==> src/sv/aam_pkg.sv <==
// ----------------------------------------------------------------------------
// aam_pkg
// shared types and constants of the averaging and axis range map block
// ----------------------------------------------------------------------------
package aam_pkg;

  localparam int SAMPLE_W   = 12;
  localparam int CHANNEL_W  = 2;
  localparam int VALUE_W    = 16;
  localparam int CAL_W      = 12;
  localparam int NUM_CAL    = 3;
  localparam int CFG_IDX_W  = 3;
  localparam int CFG_DATA_W = 16;

  // map arithmetic widths
  localparam int DIFF_W    = CAL_W + 1;
  localparam int SPAN_W    = VALUE_W + 1;
  localparam int PROD_W    = DIFF_W + SPAN_W;
  localparam int MAG_W     = 28;
  localparam int QUO_W     = MAG_W + 1;
  localparam int SUM2_W    = QUO_W + 1;
  localparam int DIV_STEPS = MAG_W;
  localparam int DIV_CNT_W = 5;

  localparam logic [CAL_W-1:0] CAL_LO_RST [NUM_CAL] = '{12'd3400, 12'd3450, 12'd1090};
  localparam logic [CAL_W-1:0] CAL_HI_RST [NUM_CAL] = '{12'd600, 12'd650, 12'd3650};
  localparam logic signed [VALUE_W-1:0] OUT_LOW_RST  = -16'sd1000;
  localparam logic signed [VALUE_W-1:0] OUT_HIGH_RST = 16'sd1000;

  typedef enum logic [CFG_IDX_W-1:0] {
    CFG_CH0_IN_LOW  = 3'd0,
    CFG_CH0_IN_HIGH = 3'd1,
    CFG_CH1_IN_LOW  = 3'd2,
    CFG_CH1_IN_HIGH = 3'd3,
    CFG_CH2_IN_LOW  = 3'd4,
    CFG_CH2_IN_HIGH = 3'd5,
    CFG_OUT_LOW     = 3'd6,
    CFG_OUT_HIGH    = 3'd7
  } cfg_reg_t;

  typedef enum logic [3:0] {
    ST_IDLE,
    ST_RD_STATE,
    ST_RD_WIN,
    ST_AVG_MUL,
    ST_AVG_FIX,
    ST_MAP_MUL,
    ST_DIV_INIT,
    ST_DIV,
    ST_DONE
  } state_t;

endpackage

==> src/sv/aam_if.sv <==
// ----------------------------------------------------------------------------
// aam_if
// valid/ready channels carrying sample items and axis result items
// ----------------------------------------------------------------------------
interface aam_in_if import aam_pkg::*; ();
  logic                 valid;
  logic                 ready;
  logic [CHANNEL_W-1:0] channel;
  logic [SAMPLE_W-1:0]  sample;

  modport source (output valid, output channel, output sample, input ready);
  modport sink   (input valid, input channel, input sample, output ready);
endinterface

interface aam_out_if import aam_pkg::*; ();
  logic                       valid;
  logic                       ready;
  logic [CHANNEL_W-1:0]       axis_channel;
  logic [SAMPLE_W-1:0]        average;
  logic signed [VALUE_W-1:0]  axis_value;

  modport source (output valid, output axis_channel, output average, output axis_value,
                  input ready);
  modport sink   (input valid, input axis_channel, input average, input axis_value,
                  output ready);
endinterface

==> src/sv/aam_ram.sv <==
// ----------------------------------------------------------------------------
// aam_ram
// simple dual port ram, one write port, one registered read port
// ----------------------------------------------------------------------------
module aam_ram #(
  parameter int WIDTH = 16,
  parameter int DEPTH = 4
) (
  input  logic                                         clk,
  input  logic                                         we,
  input  logic [((DEPTH > 1) ? $clog2(DEPTH) : 1)-1:0] waddr,
  input  logic [WIDTH-1:0]                             wdata,
  input  logic [((DEPTH > 1) ? $clog2(DEPTH) : 1)-1:0] raddr,
  output logic [WIDTH-1:0]                             rdata
);

  logic [WIDTH-1:0] mem [DEPTH];
  logic [WIDTH-1:0] rdata_r;

  always_ff @(posedge clk) begin
    if (we) begin
      mem[waddr] <= wdata;
    end
    rdata_r <= mem[raddr];
  end

  assign rdata = rdata_r;

endmodule

==> src/sv/axis_average_and_range_map.sv <==
// ----------------------------------------------------------------------------
// axis_average_and_range_map
// per channel moving average of converter samples, mapped linearly from the
// channel calibration range to the output range and clamped
// ----------------------------------------------------------------------------
//  port      dir   handshake          carries
//  in_item   sink  valid/ready        channel, sample
//  out_item  src   valid/ready        axis_channel, average, axis_value
//  cfg_*     in    cfg_we, no ready   cfg_index, cfg_data
//
//  one item at a time; the range map runs a bit-serial divider of 28 steps,
//  which a flat calibration skips
//  a sample of an unused channel is taken and dropped with no result;
//  ring samples live in one ram, sum and slot pointer per channel in another;
//  valid bits cleared by reset make both read as zero, no clearing pass
//  a finished result waits in the output register; the next item is taken
//  meanwhile and stalls only at its own result if that register is still full
// ----------------------------------------------------------------------------
module axis_average_and_range_map import aam_pkg::*; #(
  parameter int WINDOW   = 10,
  parameter int CHANNELS = 3
) (
  input  logic                  clk,
  input  logic                  rst_n,
  aam_in_if.sink                in_item,
  aam_out_if.source             out_item,
  input  logic                  cfg_we,
  input  logic [CFG_IDX_W-1:0]  cfg_index,
  input  logic [CFG_DATA_W-1:0] cfg_data
);

  localparam int PTR_W      = (WINDOW > 1) ? $clog2(WINDOW) : 1;
  localparam int SUM_W      = SAMPLE_W + ((WINDOW > 1) ? $clog2(WINDOW) : 0);
  localparam int CH_W       = (CHANNELS > 1) ? $clog2(CHANNELS) : 1;
  localparam int WIN_DEPTH  = CHANNELS * WINDOW;
  localparam int WAW        = (WIN_DEPTH > 1) ? $clog2(WIN_DEPTH) : 1;
  localparam int STW        = SUM_W + PTR_W;
  localparam int RCP_K      = SUM_W;
  localparam int RCP_W      = RCP_K + 1;
  localparam int AVG_PROD_W = SUM_W + RCP_W;
  localparam int WIN_W      = $clog2(WINDOW + 1);
  localparam logic [RCP_W-1:0] RECIP = RCP_W'((64'd1 << RCP_K) / WINDOW);
  localparam logic [WIN_W-1:0] WIN_C = WIN_W'(WINDOW);

  state_t st_r, st_nxt;

  // configuration registers
  logic [CAL_W-1:0]          cal_lo_r [NUM_CAL];
  logic [CAL_W-1:0]          cal_hi_r [NUM_CAL];
  logic signed [VALUE_W-1:0] out_low_r, out_high_r;

  // datapath registers
  logic [CHANNEL_W-1:0]      ch_r;
  logic [SAMPLE_W-1:0]       smp_r;
  logic [PTR_W-1:0]          ptr_r;
  logic [SUM_W-1:0]          sum_r;
  logic [WAW-1:0]            win_addr_r;
  logic [AVG_PROD_W-1:0]     avg_prod_r;
  logic [SAMPLE_W-1:0]       avg_r;
  logic signed [PROD_W-1:0]  map_r;
  logic signed [DIFF_W-1:0]  den_r;
  logic [MAG_W-1:0]          quo_r;
  logic [CAL_W-1:0]          rem_r;
  logic [CAL_W-1:0]          dvs_r;
  logic                      neg_r;
  logic                      flat_r;
  logic [DIV_CNT_W-1:0]      cnt_r;

  logic                      win_vld_r [WIN_DEPTH];
  logic                      st_vld_r  [CHANNELS];

  logic [CHANNEL_W-1:0]      out_ch_r;
  logic [SAMPLE_W-1:0]       out_avg_r;
  logic signed [VALUE_W-1:0] out_val_r;
  logic                      out_valid_r;

  // control
  logic in_ready, st_we, win_we, out_load, out_free, in_range;

  // ram ports
  logic [CH_W-1:0]     ch_idx;
  logic [CH_W-1:0]     st_raddr;
  logic [STW-1:0]      st_rdata, st_wdata;
  logic [SAMPLE_W-1:0] win_rdata;

  // comb datapath
  logic [STW-1:0]            st_word;
  logic [SUM_W-1:0]          sum_old;
  logic [PTR_W-1:0]          ptr_cur, ptr_next;
  logic [WAW-1:0]            win_addr_nxt;
  logic [SAMPLE_W-1:0]       old_smp;
  logic [SUM_W-1:0]          sum_nxt;
  logic [SUM_W-1:0]          q_est;
  logic [SUM_W-1:0]          q_times_w;
  logic [SUM_W-1:0]          avg_rem;
  logic [SUM_W-1:0]          avg_full;
  logic [CAL_W-1:0]          cal_lo, cal_hi;
  logic signed [DIFF_W-1:0]  diff, den;
  logic signed [SPAN_W-1:0]  span;
  logic signed [PROD_W-1:0]  map_prod;
  logic [PROD_W-1:0]         map_mag;
  logic [DIFF_W-1:0]         den_mag;
  logic [DIFF_W-1:0]         trial, trial_sub;
  logic                      trial_ge;
  logic signed [QUO_W-1:0]   quo_s;
  logic signed [SUM2_W-1:0]  mapped, olo_x, ohi_x;
  logic signed [VALUE_W-1:0] val_nxt;

  assign ch_idx   = CH_W'(ch_r);
  assign st_raddr = CH_W'(in_item.channel);
  assign in_range = int'(in_item.channel) < CHANNELS;
  assign out_free = !out_valid_r || out_item.ready;

  aam_ram #(
    .WIDTH (STW),
    .DEPTH (CHANNELS)
  ) u_state_ram (
    .clk   (clk),
    .we    (st_we),
    .waddr (ch_idx),
    .wdata (st_wdata),
    .raddr (st_raddr),
    .rdata (st_rdata)
  );

  aam_ram #(
    .WIDTH (SAMPLE_W),
    .DEPTH (WIN_DEPTH)
  ) u_window_ram (
    .clk   (clk),
    .we    (win_we),
    .waddr (win_addr_r),
    .wdata (smp_r),
    .raddr (win_addr_nxt),
    .rdata (win_rdata)
  );

  // next state
  always_comb begin
    st_nxt = st_r;
    case (st_r)
      ST_IDLE:     if (in_item.valid && in_range) st_nxt = ST_RD_STATE;
      ST_RD_STATE: st_nxt = ST_RD_WIN;
      ST_RD_WIN:   st_nxt = ST_AVG_MUL;
      ST_AVG_MUL:  st_nxt = ST_AVG_FIX;
      ST_AVG_FIX:  st_nxt = ST_MAP_MUL;
      ST_MAP_MUL:  st_nxt = ST_DIV_INIT;
      ST_DIV_INIT: st_nxt = (den_r == '0) ? ST_DONE : ST_DIV;
      ST_DIV:      if (cnt_r == '0) st_nxt = ST_DONE;
      ST_DONE:     if (out_free) st_nxt = ST_IDLE;
      default:     st_nxt = ST_IDLE;
    endcase
  end

  // control outputs
  always_comb begin
    in_ready = 1'b0;
    st_we    = 1'b0;
    win_we   = 1'b0;
    out_load = 1'b0;
    case (st_r)
      ST_IDLE:   in_ready = 1'b1;
      ST_RD_WIN: begin
        st_we  = 1'b1;
        win_we = 1'b1;
      end
      ST_DONE:   out_load = out_free;
      default:   ;
    endcase
  end

  assign in_item.ready = in_ready;

  // ring and sum update
  always_comb begin
    st_word      = st_vld_r[ch_idx] ? st_rdata : '0;
    sum_old      = st_word[STW-1:PTR_W];
    ptr_cur      = (int'(st_word[PTR_W-1:0]) >= WINDOW) ? '0 : st_word[PTR_W-1:0];
    win_addr_nxt = WAW'(int'(ch_idx) * WINDOW + int'(ptr_cur));
    ptr_next     = (int'(ptr_r) + 1 >= WINDOW) ? '0 : PTR_W'(int'(ptr_r) + 1);
    old_smp      = win_vld_r[win_addr_r] ? win_rdata : '0;
    sum_nxt      = sum_r - SUM_W'(old_smp) + SUM_W'(smp_r);
    st_wdata     = {sum_nxt, ptr_next};
  end

  // average by reciprocal with one correction step
  always_comb begin
    q_est     = avg_prod_r[RCP_K +: SUM_W];
    q_times_w = SUM_W'(q_est * WIN_C);
    avg_rem   = sum_r - q_times_w;
    avg_full  = (int'(avg_rem) >= WINDOW) ? q_est + 1'b1 : q_est;
  end

  // range map operands
  always_comb begin
    cal_lo = '0;
    cal_hi = '0;
    if (int'(ch_r) < NUM_CAL) begin
      cal_lo = cal_lo_r[ch_r];
      cal_hi = cal_hi_r[ch_r];
    end
    diff     = $signed({1'b0, avg_r}) - $signed({1'b0, cal_lo});
    den      = $signed({1'b0, cal_hi}) - $signed({1'b0, cal_lo});
    span     = $signed({out_high_r[VALUE_W-1], out_high_r})
             - $signed({out_low_r[VALUE_W-1], out_low_r});
    map_prod = PROD_W'(diff) * PROD_W'(span);
    map_mag  = map_r[PROD_W-1] ? PROD_W'(-map_r) : PROD_W'(map_r);
    den_mag  = den_r[DIFF_W-1] ? DIFF_W'(-den_r) : DIFF_W'(den_r);
  end

  // divider step
  always_comb begin
    trial     = {rem_r, quo_r[MAG_W-1]};
    trial_ge  = trial >= {1'b0, dvs_r};
    trial_sub = trial - {1'b0, dvs_r};
  end

  // sign, offset and clamp
  always_comb begin
    quo_s  = neg_r ? -$signed({1'b0, quo_r}) : $signed({1'b0, quo_r});
    olo_x  = SUM2_W'(out_low_r);
    ohi_x  = SUM2_W'(out_high_r);
    mapped = SUM2_W'(quo_s) + olo_x;
    if (flat_r) begin
      val_nxt = out_low_r;
    end else if (mapped > ohi_x) begin
      val_nxt = out_high_r;
    end else if (mapped < olo_x) begin
      val_nxt = out_low_r;
    end else begin
      val_nxt = VALUE_W'(mapped);
    end
  end

  always_ff @(posedge clk) begin
    if (!rst_n) begin
      st_r <= ST_IDLE;
    end else begin
      st_r <= st_nxt;
    end
  end

  // configuration
  always_ff @(posedge clk) begin
    if (!rst_n) begin
      cal_lo_r   <= CAL_LO_RST;
      cal_hi_r   <= CAL_HI_RST;
      out_low_r  <= OUT_LOW_RST;
      out_high_r <= OUT_HIGH_RST;
    end else if (cfg_we) begin
      case (cfg_reg_t'(cfg_index))
        CFG_CH0_IN_LOW:  cal_lo_r[0] <= cfg_data[CAL_W-1:0];
        CFG_CH0_IN_HIGH: cal_hi_r[0] <= cfg_data[CAL_W-1:0];
        CFG_CH1_IN_LOW:  cal_lo_r[1] <= cfg_data[CAL_W-1:0];
        CFG_CH1_IN_HIGH: cal_hi_r[1] <= cfg_data[CAL_W-1:0];
        CFG_CH2_IN_LOW:  cal_lo_r[2] <= cfg_data[CAL_W-1:0];
        CFG_CH2_IN_HIGH: cal_hi_r[2] <= cfg_data[CAL_W-1:0];
        CFG_OUT_LOW:     out_low_r   <= $signed(cfg_data[VALUE_W-1:0]);
        CFG_OUT_HIGH:    out_high_r  <= $signed(cfg_data[VALUE_W-1:0]);
        default:         ;
      endcase
    end
  end

  // valid bits of both rams
  always_ff @(posedge clk) begin
    if (!rst_n) begin
      for (int i = 0; i < WIN_DEPTH; i++) win_vld_r[i] <= 1'b0;
      for (int i = 0; i < CHANNELS; i++) st_vld_r[i] <= 1'b0;
    end else begin
      if (win_we) win_vld_r[win_addr_r] <= 1'b1;
      if (st_we) st_vld_r[ch_idx] <= 1'b1;
    end
  end

  // datapath
  always_ff @(posedge clk) begin
    case (st_r)
      ST_IDLE: begin
        ch_r  <= in_item.channel;
        smp_r <= in_item.sample;
      end
      ST_RD_STATE: begin
        sum_r      <= sum_old;
        ptr_r      <= ptr_cur;
        win_addr_r <= win_addr_nxt;
      end
      ST_RD_WIN:   sum_r <= sum_nxt;
      ST_AVG_MUL:  avg_prod_r <= AVG_PROD_W'(sum_r) * AVG_PROD_W'(RECIP);
      ST_AVG_FIX:  avg_r <= avg_full[SAMPLE_W-1:0];
      ST_MAP_MUL: begin
        map_r <= map_prod;
        den_r <= den;
      end
      ST_DIV_INIT: begin
        neg_r  <= map_r[PROD_W-1] ^ den_r[DIFF_W-1];
        quo_r  <= map_mag[MAG_W-1:0];
        dvs_r  <= den_mag[CAL_W-1:0];
        rem_r  <= '0;
        cnt_r  <= DIV_CNT_W'(DIV_STEPS - 1);
        flat_r <= (den_r == '0);
      end
      ST_DIV: begin
        rem_r <= trial_ge ? trial_sub[CAL_W-1:0] : trial[CAL_W-1:0];
        quo_r <= {quo_r[MAG_W-2:0], trial_ge};
        cnt_r <= cnt_r - 1'b1;
      end
      default: ;
    endcase
  end

  // output register
  always_ff @(posedge clk) begin
    if (!rst_n) begin
      out_valid_r <= 1'b0;
    end else if (out_load) begin
      out_valid_r <= 1'b1;
    end else if (out_item.ready) begin
      out_valid_r <= 1'b0;
    end
  end

  always_ff @(posedge clk) begin
    if (out_load) begin
      out_ch_r  <= ch_r;
      out_avg_r <= avg_r;
      out_val_r <= val_nxt;
    end
  end

  assign out_item.valid        = out_valid_r;
  assign out_item.axis_channel = out_ch_r;
  assign out_item.average      = out_avg_r;
  assign out_item.axis_value   = out_val_r;

  // corrected average is the exact truncated quotient
  a_avg_exact: assert property (@(posedge clk) disable iff (!rst_n)
    st_r == ST_MAP_MUL |->
      (int'(avg_r) * WINDOW <= int'(sum_r)) && (int'(sum_r) < (int'(avg_r) + 1) * WINDOW))
    else $error("average correction off by more than one");

  // partial remainder stays below the divisor
  a_rem_bound: assert property (@(posedge clk) disable iff (!rst_n)
    st_r == ST_DIV |-> (rem_r < dvs_r) && (dvs_r != '0))
    else $error("divider remainder out of range");

  // a result never overwrites one still waiting
  a_no_overwrite: assert property (@(posedge clk) disable iff (!rst_n)
    out_load |-> !(out_valid_r && !out_item.ready))
    else $error("result register overwritten");

  // no item taken while one is in flight
  a_one_item: assert property (@(posedge clk) disable iff (!rst_n)
    in_item.ready |-> st_r == ST_IDLE && !st_we && !win_we)
    else $error("item accepted while busy");

  // clamped value lies in an ordered output range
  a_clamp: assert property (@(posedge clk) disable iff (!rst_n)
    out_load && (out_low_r <= out_high_r) |=>
      (out_val_r >= $past(out_low_r)) && (out_val_r <= $past(out_high_r)))
    else $error("axis value outside output range");

endmodule

==> src/flat_wrapper.sv <==
// flat-port wrapper written by rule: the top's interface ports become plain ports
module axis_average_and_range_map_flat import aam_pkg::*;
#(
  parameter int WINDOW   = 10,
  parameter int CHANNELS = 3
)
  (clk, rst_n, cfg_we, cfg_index, cfg_data, in_item_valid, in_item_channel, in_item_sample, in_item_ready, out_item_valid, out_item_axis_channel, out_item_average, out_item_axis_value, out_item_ready);
  aam_in_if in_item_i ();
  aam_out_if out_item_i ();
  input  logic clk;
  input  logic rst_n;
  input  logic cfg_we;
  input  logic [CFG_IDX_W-1:0] cfg_index;
  input  logic [CFG_DATA_W-1:0] cfg_data;
  input wire logic [$bits(in_item_i.valid)-1:0] in_item_valid;
  input wire logic [$bits(in_item_i.channel)-1:0] in_item_channel;
  input wire logic [$bits(in_item_i.sample)-1:0] in_item_sample;
  output wire logic [$bits(in_item_i.ready)-1:0] in_item_ready;
  output wire logic [$bits(out_item_i.valid)-1:0] out_item_valid;
  output wire logic [$bits(out_item_i.axis_channel)-1:0] out_item_axis_channel;
  output wire logic [$bits(out_item_i.average)-1:0] out_item_average;
  output wire logic [$bits(out_item_i.axis_value)-1:0] out_item_axis_value;
  input wire logic [$bits(out_item_i.ready)-1:0] out_item_ready;
  assign in_item_i.valid = in_item_valid;
  assign in_item_i.channel = in_item_channel;
  assign in_item_i.sample = in_item_sample;
  assign in_item_ready = in_item_i.ready;
  assign out_item_valid = out_item_i.valid;
  assign out_item_axis_channel = out_item_i.axis_channel;
  assign out_item_average = out_item_i.average;
  assign out_item_axis_value = out_item_i.axis_value;
  assign out_item_i.ready = out_item_ready;
  axis_average_and_range_map #(.WINDOW(WINDOW), .CHANNELS(CHANNELS)) u_core (.clk(clk), .rst_n(rst_n), .in_item(in_item_i), .out_item(out_item_i), .cfg_we(cfg_we), .cfg_index(cfg_index), .cfg_data(cfg_data));
endmodule
==> config.mk <==
export PLATFORM = sky130hd
export DESIGN_NAME = axis_average_and_range_map_flat
export DESIGN_NICKNAME = d
export VERILOG_FILES = /design/src/sv/aam_pkg.sv /design/src/sv/aam_if.sv /design/src/sv/aam_ram.sv /design/src/sv/axis_average_and_range_map.sv /design/src/flat_wrapper.sv
export SDC_FILE = /design/constraint.sdc
export NUM_CORES = 2
export LEC_CHECK = 0
export ABC_AREA = 1
export BUFFER_PORTS_ARGS = -buffer_cell sky130_fd_sc_hd__buf_2
export CAP_MARGIN = 20
export CORE_MARGIN = 2
export CORE_UTILIZATION = 35
export DETAILED_ROUTE_END_ITERATION = 10
export PLACE_DENSITY_LB_ADDON = 0.08
export SLEW_MARGIN = 10
export SYNTH_ARGS = -nofsm -noshare
export SYNTH_HDL_FRONTEND = slang
export SYNTH_SLANG_ARGS = --single-unit
export TNS_END_PERCENT = 5
==> constraint.sdc <==
create_clock -name clk -period 9.8 [get_ports clk]
set_input_delay 0 -clock clk [delete_from_list [all_inputs] [get_ports clk]]
set_output_delay 0 -clock clk [all_outputs]
set_load 0.01 [all_outputs]
* After elaboration in Yosys (flattened, before gate mapping)
Memories as Yosys holds them, arrays and structs flattened. A register that Yosys moved wholly into a read port is not among the register bits.
Cells that the tools add are included.
Widths: inputs -> output; s select.
** Word-level totals
- Bits in latches :: 0
- Memories kept :: 4
- Output and inout port bits :: 32
- ROM bits :: 0
- Word-level logic and storage cells :: 148
- Bits in writable memories :: 453
- Register bits :: 321
- Bits of input ports :: 38
** Operators by class
- Equality and inequality tests :: 18
- Shift operators :: 0
- Divide/modulo/power cells :: 0
- Multiply operators :: 4
- $lt $le $gt $ge :: 9
- Muxes and demuxes :: 47
- Reductions and logical operators :: 21
- Add/sub/neg operators :: 15
- Bitwise logic cells :: 2
** Memories
- u_core.u_window_ram.mem :: words 30, width 12, read ports 1, clocked after Yosys merged registers in 1, write ports 1, line aam_ram.sv:17 : logic [WIDTH-1:0] mem [DEPTH];
- u_core.u_state_ram.mem :: words 3, width 20, read ports 1, clocked after Yosys merged registers in 1, write ports 1, line aam_ram.sv:17
- u_core.win_vld_r :: words 30, width 1, read ports 1, clocked after Yosys merged registers in 1, write ports 30, line axis_average_and_range_map.sv:69 : logic win_vld_r [WIN_DEPTH];
- u_core.st_vld_r :: words 3, width 1, read ports 1, clocked after Yosys merged registers in 1, write ports 3, line axis_average_and_range_map.sv:70 : logic st_vld_r [CHANNELS];
** Operators by type and width (count)
- $mux 12 :: 10
- $pmux 28 s2 :: 1
- $bmux 12 s2 :: 2
- $mux 16 :: 3
- $pmux 4 s9 :: 1
- $ge 32x5->1 const B :: 1
- $pmux 16 s2 :: 1
- $add 29x16->30 :: 1
- $gt 30x16->1 :: 1
- $lt 30x16->1 :: 1
- $mul 13x17->30 :: 1
- $mul 16x13->29 const B :: 1
- $mux 29 :: 1
- $neg 28->29 :: 1
- $mux 28 :: 1
- $neg 28->28 :: 1
- $sub 12x12->13 :: 2
- $mux 4 :: 6
- $pmux 12 s2 :: 1
- $mux 20 :: 1
- $sub 16x16->17 :: 1
- $add 16x12->16 :: 1
- $eq 4x3->1 const B :: 4
- $ge 16x4->1 const B :: 1
- 38 further kinds :: 71

* Longest topological paths before layout
- Word-level depth :: 7
- Depth in mapped cells :: 43
- Depth with buffers taken out :: 41

* Hierarchy
From an unflattened synthesis, not the netlist that was laid out.
** Second synthesis, totals
- Cell total of the unflattened synthesis :: 5942
- Area, all modules :: 52937.0 µm²
** By module, submodules not included
- axis_average_and_range_map :: instances 1, area an instance 35098.7 µm², seq. area each 8868.5 µm², cells each 4413
- aam_ram at u_core.u_window_ram :: instances 1, area an instance 14996.9 µm², seq. area each 11050.6 µm², cells each 1294
- aam_ram at u_core.u_state_ram :: instances 1, area an instance 2841.5 µm², seq. area each 2202.1 µm², cells each 235

* Least setup slack after synthesis
Ideal clock, no wire load.
- Path type :: register -> register
- Start :: register u_core.ch_r[1], in the netlist u_core.ch_idx[1]
- End :: register u_core.map_r[25] (data pin)
- Setup slack :: 2.023 ns
- Arrival :: 7.512 ns
- Setup time :: 0.265 ns
- Cell stages (with the launch flop) :: 39
- Path buffers :: 1
- Period minus slack after synthesis :: 7.777 ns
- Data required time :: 9.535 ns
- Path through :: edfxtp_1 -> inv_1 -> nand2_1 -> clkinv_1 -> clkbuf_1 -> nand2_1 -> nand3_1 -> ha_1 -> inv_1 -> fa_1 -> nand3_1 -> nand2_1 -> nand2_1 -> nand2_1 -> nand2_1 -> a21oi_1 -> o21ai_0 -> nand2_1 -> [3 not listed] -> fa_1 -> inv_1 -> fa_1 -> fa_1 -> fa_1 -> inv_1 -> fa_1 -> inv_1 -> ha_1 -> nand2_1 -> nand2_1 -> inv_1 -> o21ai_0 -> a21oi_1 -> o21ai_0 -> a21oi_1 -> o21ai_0 -> xor2_1
** Between the ends
- Cells in the longest elaborated chain, start to end :: 7
- Elaborated cells between the ends (all ways) :: 8
- Classes of those cells :: 1 x add/sub; 1 x mul; 1 x order compare; 4 x mux; 1 x bitwise
** RTL lines
- start: declaration :: line axis_average_and_range_map.sv:53 : logic [CHANNEL_W-1:0] ch_r;
- start signal: assignment :: line axis_average_and_range_map.sv:280 : ch_r <= in_item.channel;
- $not 2->3 (not written as such) :: line axis_average_and_range_map.sv:199 : cal_lo = cal_lo_r[ch_r];
- $bmux 12 s2 :: line axis_average_and_range_map.sv:199
- $mux 12 (not written as such) (2 in a row) :: line axis_average_and_range_map.sv:199
- $mux 12 (*) :: line axis_average_and_range_map.sv:198 : if (int'(ch_r) < NUM_CAL) begin
- $sub 12x12->13 (*) :: line axis_average_and_range_map.sv:202 : diff = $signed({1'b0, avg_r}) - $signed({1'b0, cal_lo});
- $mul 13x17->30 (*) :: line axis_average_and_range_map.sv:206 : map_prod = PROD_W'(diff) * PROD_W'(span);
- net u_core.map_prod[25] :: line axis_average_and_range_map.sv:100 : logic signed [PROD_W-1:0] map_prod;
- end signal: assignment :: line axis_average_and_range_map.sv:292 : map_r <= map_prod;
- end: declaration :: line axis_average_and_range_map.sv:60 : logic signed [PROD_W-1:0] map_r;
Mark *: on every way through the listed nets, which the timed path passes. The rest lies on a longest branch. The select of a mux whose other input is x is not followed.
A chain may end at the register's enable or synchronous reset.

* Worst setup path after layout
Same ends and word-level chain as after synthesis.

==> results.md <==
- Total routing resource utilization after global routing: 0.210
- Worst skew pair latency: approximately 0.75 ns
- Type of the most critical hold path: primary input to flip-flop
- Top cells by instance count after synthesis: sky130_fd_sc_hd__nand2_1 (1112), sky130_fd_sc_hd__inv_1 (924), sky130_fd_sc_hd__edfxtp_1 (614), sky130_fd_sc_hd__nand3_1 (607), sky130_fd_sc_hd__nor2_1 (521)
- Hold depth: 8
- Area grow syn2layout: 12.7%
- Post-DR wirelength/cell: approximately 20 um
- Average cell area after synthesis: approximately 9 um2
- Arrival time of the worst setup path: approximately 9.3 ns
- Number of library cell types mapped by synthesis: 61
- Delay contributed by the slowest stage of the critical path: approximately 0.56 ns
- RSZ-0062 raised after global routing: no
- Via count of the first global-routing pass: 40609
- # nets final: ~6700
- Count of antenna diodes in the layout: 0
- Synth warnings: 0
- Slew Viols, Final: 0
- Number of top-level design ports: 70
- Slew at the pin with the worst max-slew slack: 1.02 ns
- Share of the clock period used by the worst path after layout: 0.901
- Setup skew after layout: 0.0704 ns
- Most used flip-flop cell after synthesis: sky130_fd_sc_hd__edfxtp_1
- Area of the placeable core: roughly 150000 um2
- Critical Path Most Common Cell: sky130_fd_sc_hd__nand2_1
- Routed via count divided by cell count: between 4 and 5
- Maximum number of pins on one net before global-route repair: 90
- Reg-to-Reg Start: u_core.ch_idx[1]
- Routability Congestion: 0.883
- Number of H-tree levels: 3
- Clock transition at the register clock pins on the worst setup and hold paths after CTS: roughly 0.06 ns
- Destination of the worst register-to-register timing path: u_core.map_r[25]
- Detailed Route WL: between 150 and 200 mm
- Number of DRC markers in iteration 0: 2481
- Global route overflow: 0
- Final hold violation count: 0
- Critical path endpoint category: flip-flop
- Cell with the biggest individual delay on the critical path: sky130_fd_sc_hd__fa_1
- Largest buffer count on any clock path: 3
- Source of the worst hold timing path: cfg_we
- Sequential fraction of the synthesis area: 0.417
- Reg2reg path depth: 36
- Fraction of final layout cells with drive strength greater than 1: 0.0607
- TritonCTS clock tree: built
- Area share of the largest cell type after synthesis: 0.348
- Std-Cell Rows: between 100 and 150
- Global-route wire length before repair: 247 mm
- Horizontal extent of the die: roughly 390 um
- Hold EP: u_core.cal_hi_r[33]
- FFs w/ async S/R, synth: 0
- Most used standard cell by instance count after synthesis: sky130_fd_sc_hd__nand2_1
- Die ar.: between 150000 and 200000 um2
- Total DRC errors in the routed layout: 0
- Quantity of gates resized following cts: 0
- Top fanout value on the critical path: 18
- Number of buffers inserted during clock tree synthesis: 96
- Overall via count from detail_route: approximately 40000
- Sort of element at the start of the critical path: flip-flop
- Minimum clock period: 8.83 ns
- Status: completed
- Upper clock frequency limit: ~110 MHz
- Number of buffers inserted for hold repair after clock tree synthesis: 60
- Final setup viols: 0
- Clk root buf: sky130_fd_sc_hd__clkbuf_16
- Multi-input logic area: between 20000 and 30000 um2
- PortBufs: 69
- Detailed-routing iteration count for the pre-antenna-repair pass: 5
- Effective utilization at floorplan: 0.353
- Post-DP HPWL: about 120 mm
- Number of storage elements in the synthesis netlist: ~800
- R2R Setup Slk: between 0.9 and 1 ns
- Number of antenna violations at the first check in global routing: 4
- Setup bufs post-CTS: 0
- Number of fillers in the final layout: ~15000
- Number of max-capacitance violations reported: 0
- Number of flops mapped to enable cells by yosys: between 600 and 700
- Worst rel slew slack: 0.321
- Main area contributors after synthesis: sky130_fd_sc_hd__edfxtp_1 (35%), sky130_fd_sc_hd__fa_1 (11%), sky130_fd_sc_hd__ha_1 (8.9%), sky130_fd_sc_hd__nand2_1 (7.9%), sky130_fd_sc_hd__dfxtp_1 (6.9%)
- Number of instances in the synthesized netlist: between 5000 and 6000
- Footprint of the flip-flops and latches: roughly 22000 um2
- Startpoint-to-endpoint class of the critical path: flip-flop to flip-flop
- Cell area reported after detailed placement: ~56000 um2
- Data required time of the worst path: about 10 ns
- Post-synthesis cell type with the largest combined area: sky130_fd_sc_hd__edfxtp_1
- Cell Area, Synth: 53000 um2
- Synthesized Nets: about 6600
- Post-route setup TNS: 0 ns
- Floorplan die height: just under 400 um
- Final instance area: about 60000 um2
- Antenna Violating Nets Remaining: 0
- Sink Count: around 800
## cell type report
| type | instances | share of cell area |
|---|---|---|
| clock inverter | 39 | 0.00863 |
| sequential | 798 | 0.370 |
| timing repair buffer | 227 | 0.0286 |
| clock buffer | 137 | 0.0449 |
| inverter | 936 | 0.0588 |
| tap | 2016 | 0.0422 |
| multi-input combinational | 3988 | 0.447 |
## critical path, delay by kind of cell, from the launching register on
kind | cells | cell delay (ns)
fa+ha+maj | 8 | 3.88
flops | 1 | 0.49
compound gates | 11 | 2.34
buf+inv | 8 | 0.73
xor+xnor | 1 | 0.16
simple gates | 8 | 0.97
## routing by layer
metal	global-route usage	vias up	wire [um]
met2	0.357	712	77100
met3	0.0251	178	5880
li1	-	19713	-
met4	0.0519	0	3400
met1	0.283	19538	74300
met5	0	-	0
## layout by cell type (no fill, tap or decap), types with 18 or more instances in the layout
| cell type | netlist | final |
|---|---|---|
| sky130_fd_sc_hd__buf_4 | 15 | 96 |
| sky130_fd_sc_hd__fa_1 | 284 | 283 |
| sky130_fd_sc_hd__o21ai_0 | 238 | 238 |
| sky130_fd_sc_hd__xnor2_1 | 57 | 56 |
| sky130_fd_sc_hd__xor2_1 | 134 | 134 |
| sky130_fd_sc_hd__nand3_1 | 607 | 607 |
| sky130_fd_sc_hd__ha_1 | 378 | 377 |
| sky130_fd_sc_hd__nor2_1 | 521 | 506 |
| sky130_fd_sc_hd__buf_2 | 46 | 68 |
| sky130_fd_sc_hd__clkbuf_1 | 112 | 28 |
| sky130_fd_sc_hd__nand2_1 | 1112 | 1112 |
| sky130_fd_sc_hd__edfxtp_1 | 614 | 614 |
| sky130_fd_sc_hd__nand3b_1 | 70 | 70 |
| sky130_fd_sc_hd__dlygate4sd3_1 | 0 | 61 |
| sky130_fd_sc_hd__inv_1 | 924 | 922 |
| sky130_fd_sc_hd__nor3_1 | 46 | 45 |
| sky130_fd_sc_hd__clkinv_1 | 10 | 18 |
| sky130_fd_sc_hd__a21oi_1 | 293 | 293 |
| sky130_fd_sc_hd__clkbuf_16 | 0 | 96 |
| sky130_fd_sc_hd__o211ai_1 | 20 | 20 |
| sky130_fd_sc_hd__dfxtp_1 | 184 | 184 |
| sky130_fd_sc_hd__nand4_1 | 36 | 36 |
## cell families after synthesis
family	count (synthesis)	synth area share
AND/OR/NAND/NOR	2446	0.198
buffers and inverters	1140	0.0830
flip-flops	798	0.417
AO/OA/AOI/OAI	682	0.0719
adder cells (fa/ha/maj)	662	0.196
XOR/XNOR	194	0.0325
multiplexers	4	0.000755
## through the flow
stage / util / setup WS [ns] / instances / hold WS [ns]
4_1_cts: 0.398 / 0.991 / 8137 / 0.0271
2_1_floorplan: - / 2.02 / 5926 / 0.0989
5_1_grt: 0.398 / 0.221 / 8141 / 0.0461
6_report: 0.398 / 0.974 / 8141 / 0.0657
3_5_place_dp: 0.372 / 0.971 / 7901 / 0.178
3_3_place_gp: 0.372 / 1.12 / 7901 / 0.177
## worst max path at each step
stage                     slack [ns]              from          endpoint  cells past startpoint
after global placement          1.12  u_core.ch_idx[1]  u_core.map_r[25]                     36
after floorplan                 2.02  u_core.ch_idx[1]  u_core.map_r[25]                     38
after global routing            0.22  u_core.ch_idx[1]  u_core.map_r[25]                     31
after CTS                       0.99  u_core.ch_idx[1]  u_core.map_r[25]                     36
after detailed placement        0.97  u_core.ch_idx[1]  u_core.map_r[25]                     33
final                           0.97  u_core.ch_idx[1]  u_core.map_r[25]                     36
## registers in the layout, summed over array words and instances, names as in the netlist, 4 cells and up, named ones only
register / count
u_core.u_window_ram.mem: 360
u_core.u_state_ram.mem: 60
u_core.cal_hi_r: 36
u_core.cal_lo_r: 36
u_core.win_vld_r: 32
u_core.map_r: 29
u_core.quo_r: 28
u_core.u_state_ram.rdata: 20
u_core.out_high_r: 16
u_core.out_item.axis_value: 16
u_core.out_low_r: 16
u_core.sum_r: 16
u_core.avg_prod_r: 13
u_core.den_r: 13
u_core.avg_r: 12
u_core.dvs_r: 12
u_core.out_item.average: 12
u_core.rem_r: 12
u_core.smp_r: 12
u_core.u_window_ram.rdata: 12
u_core.cnt_r: 5
u_core.win_addr_r: 5
u_core.st_r: 4
u_core.st_vld_r: 4
Power is not shown: default switching activity piles up to over one toggle a cycle in this logic, so the estimate is an artifact.
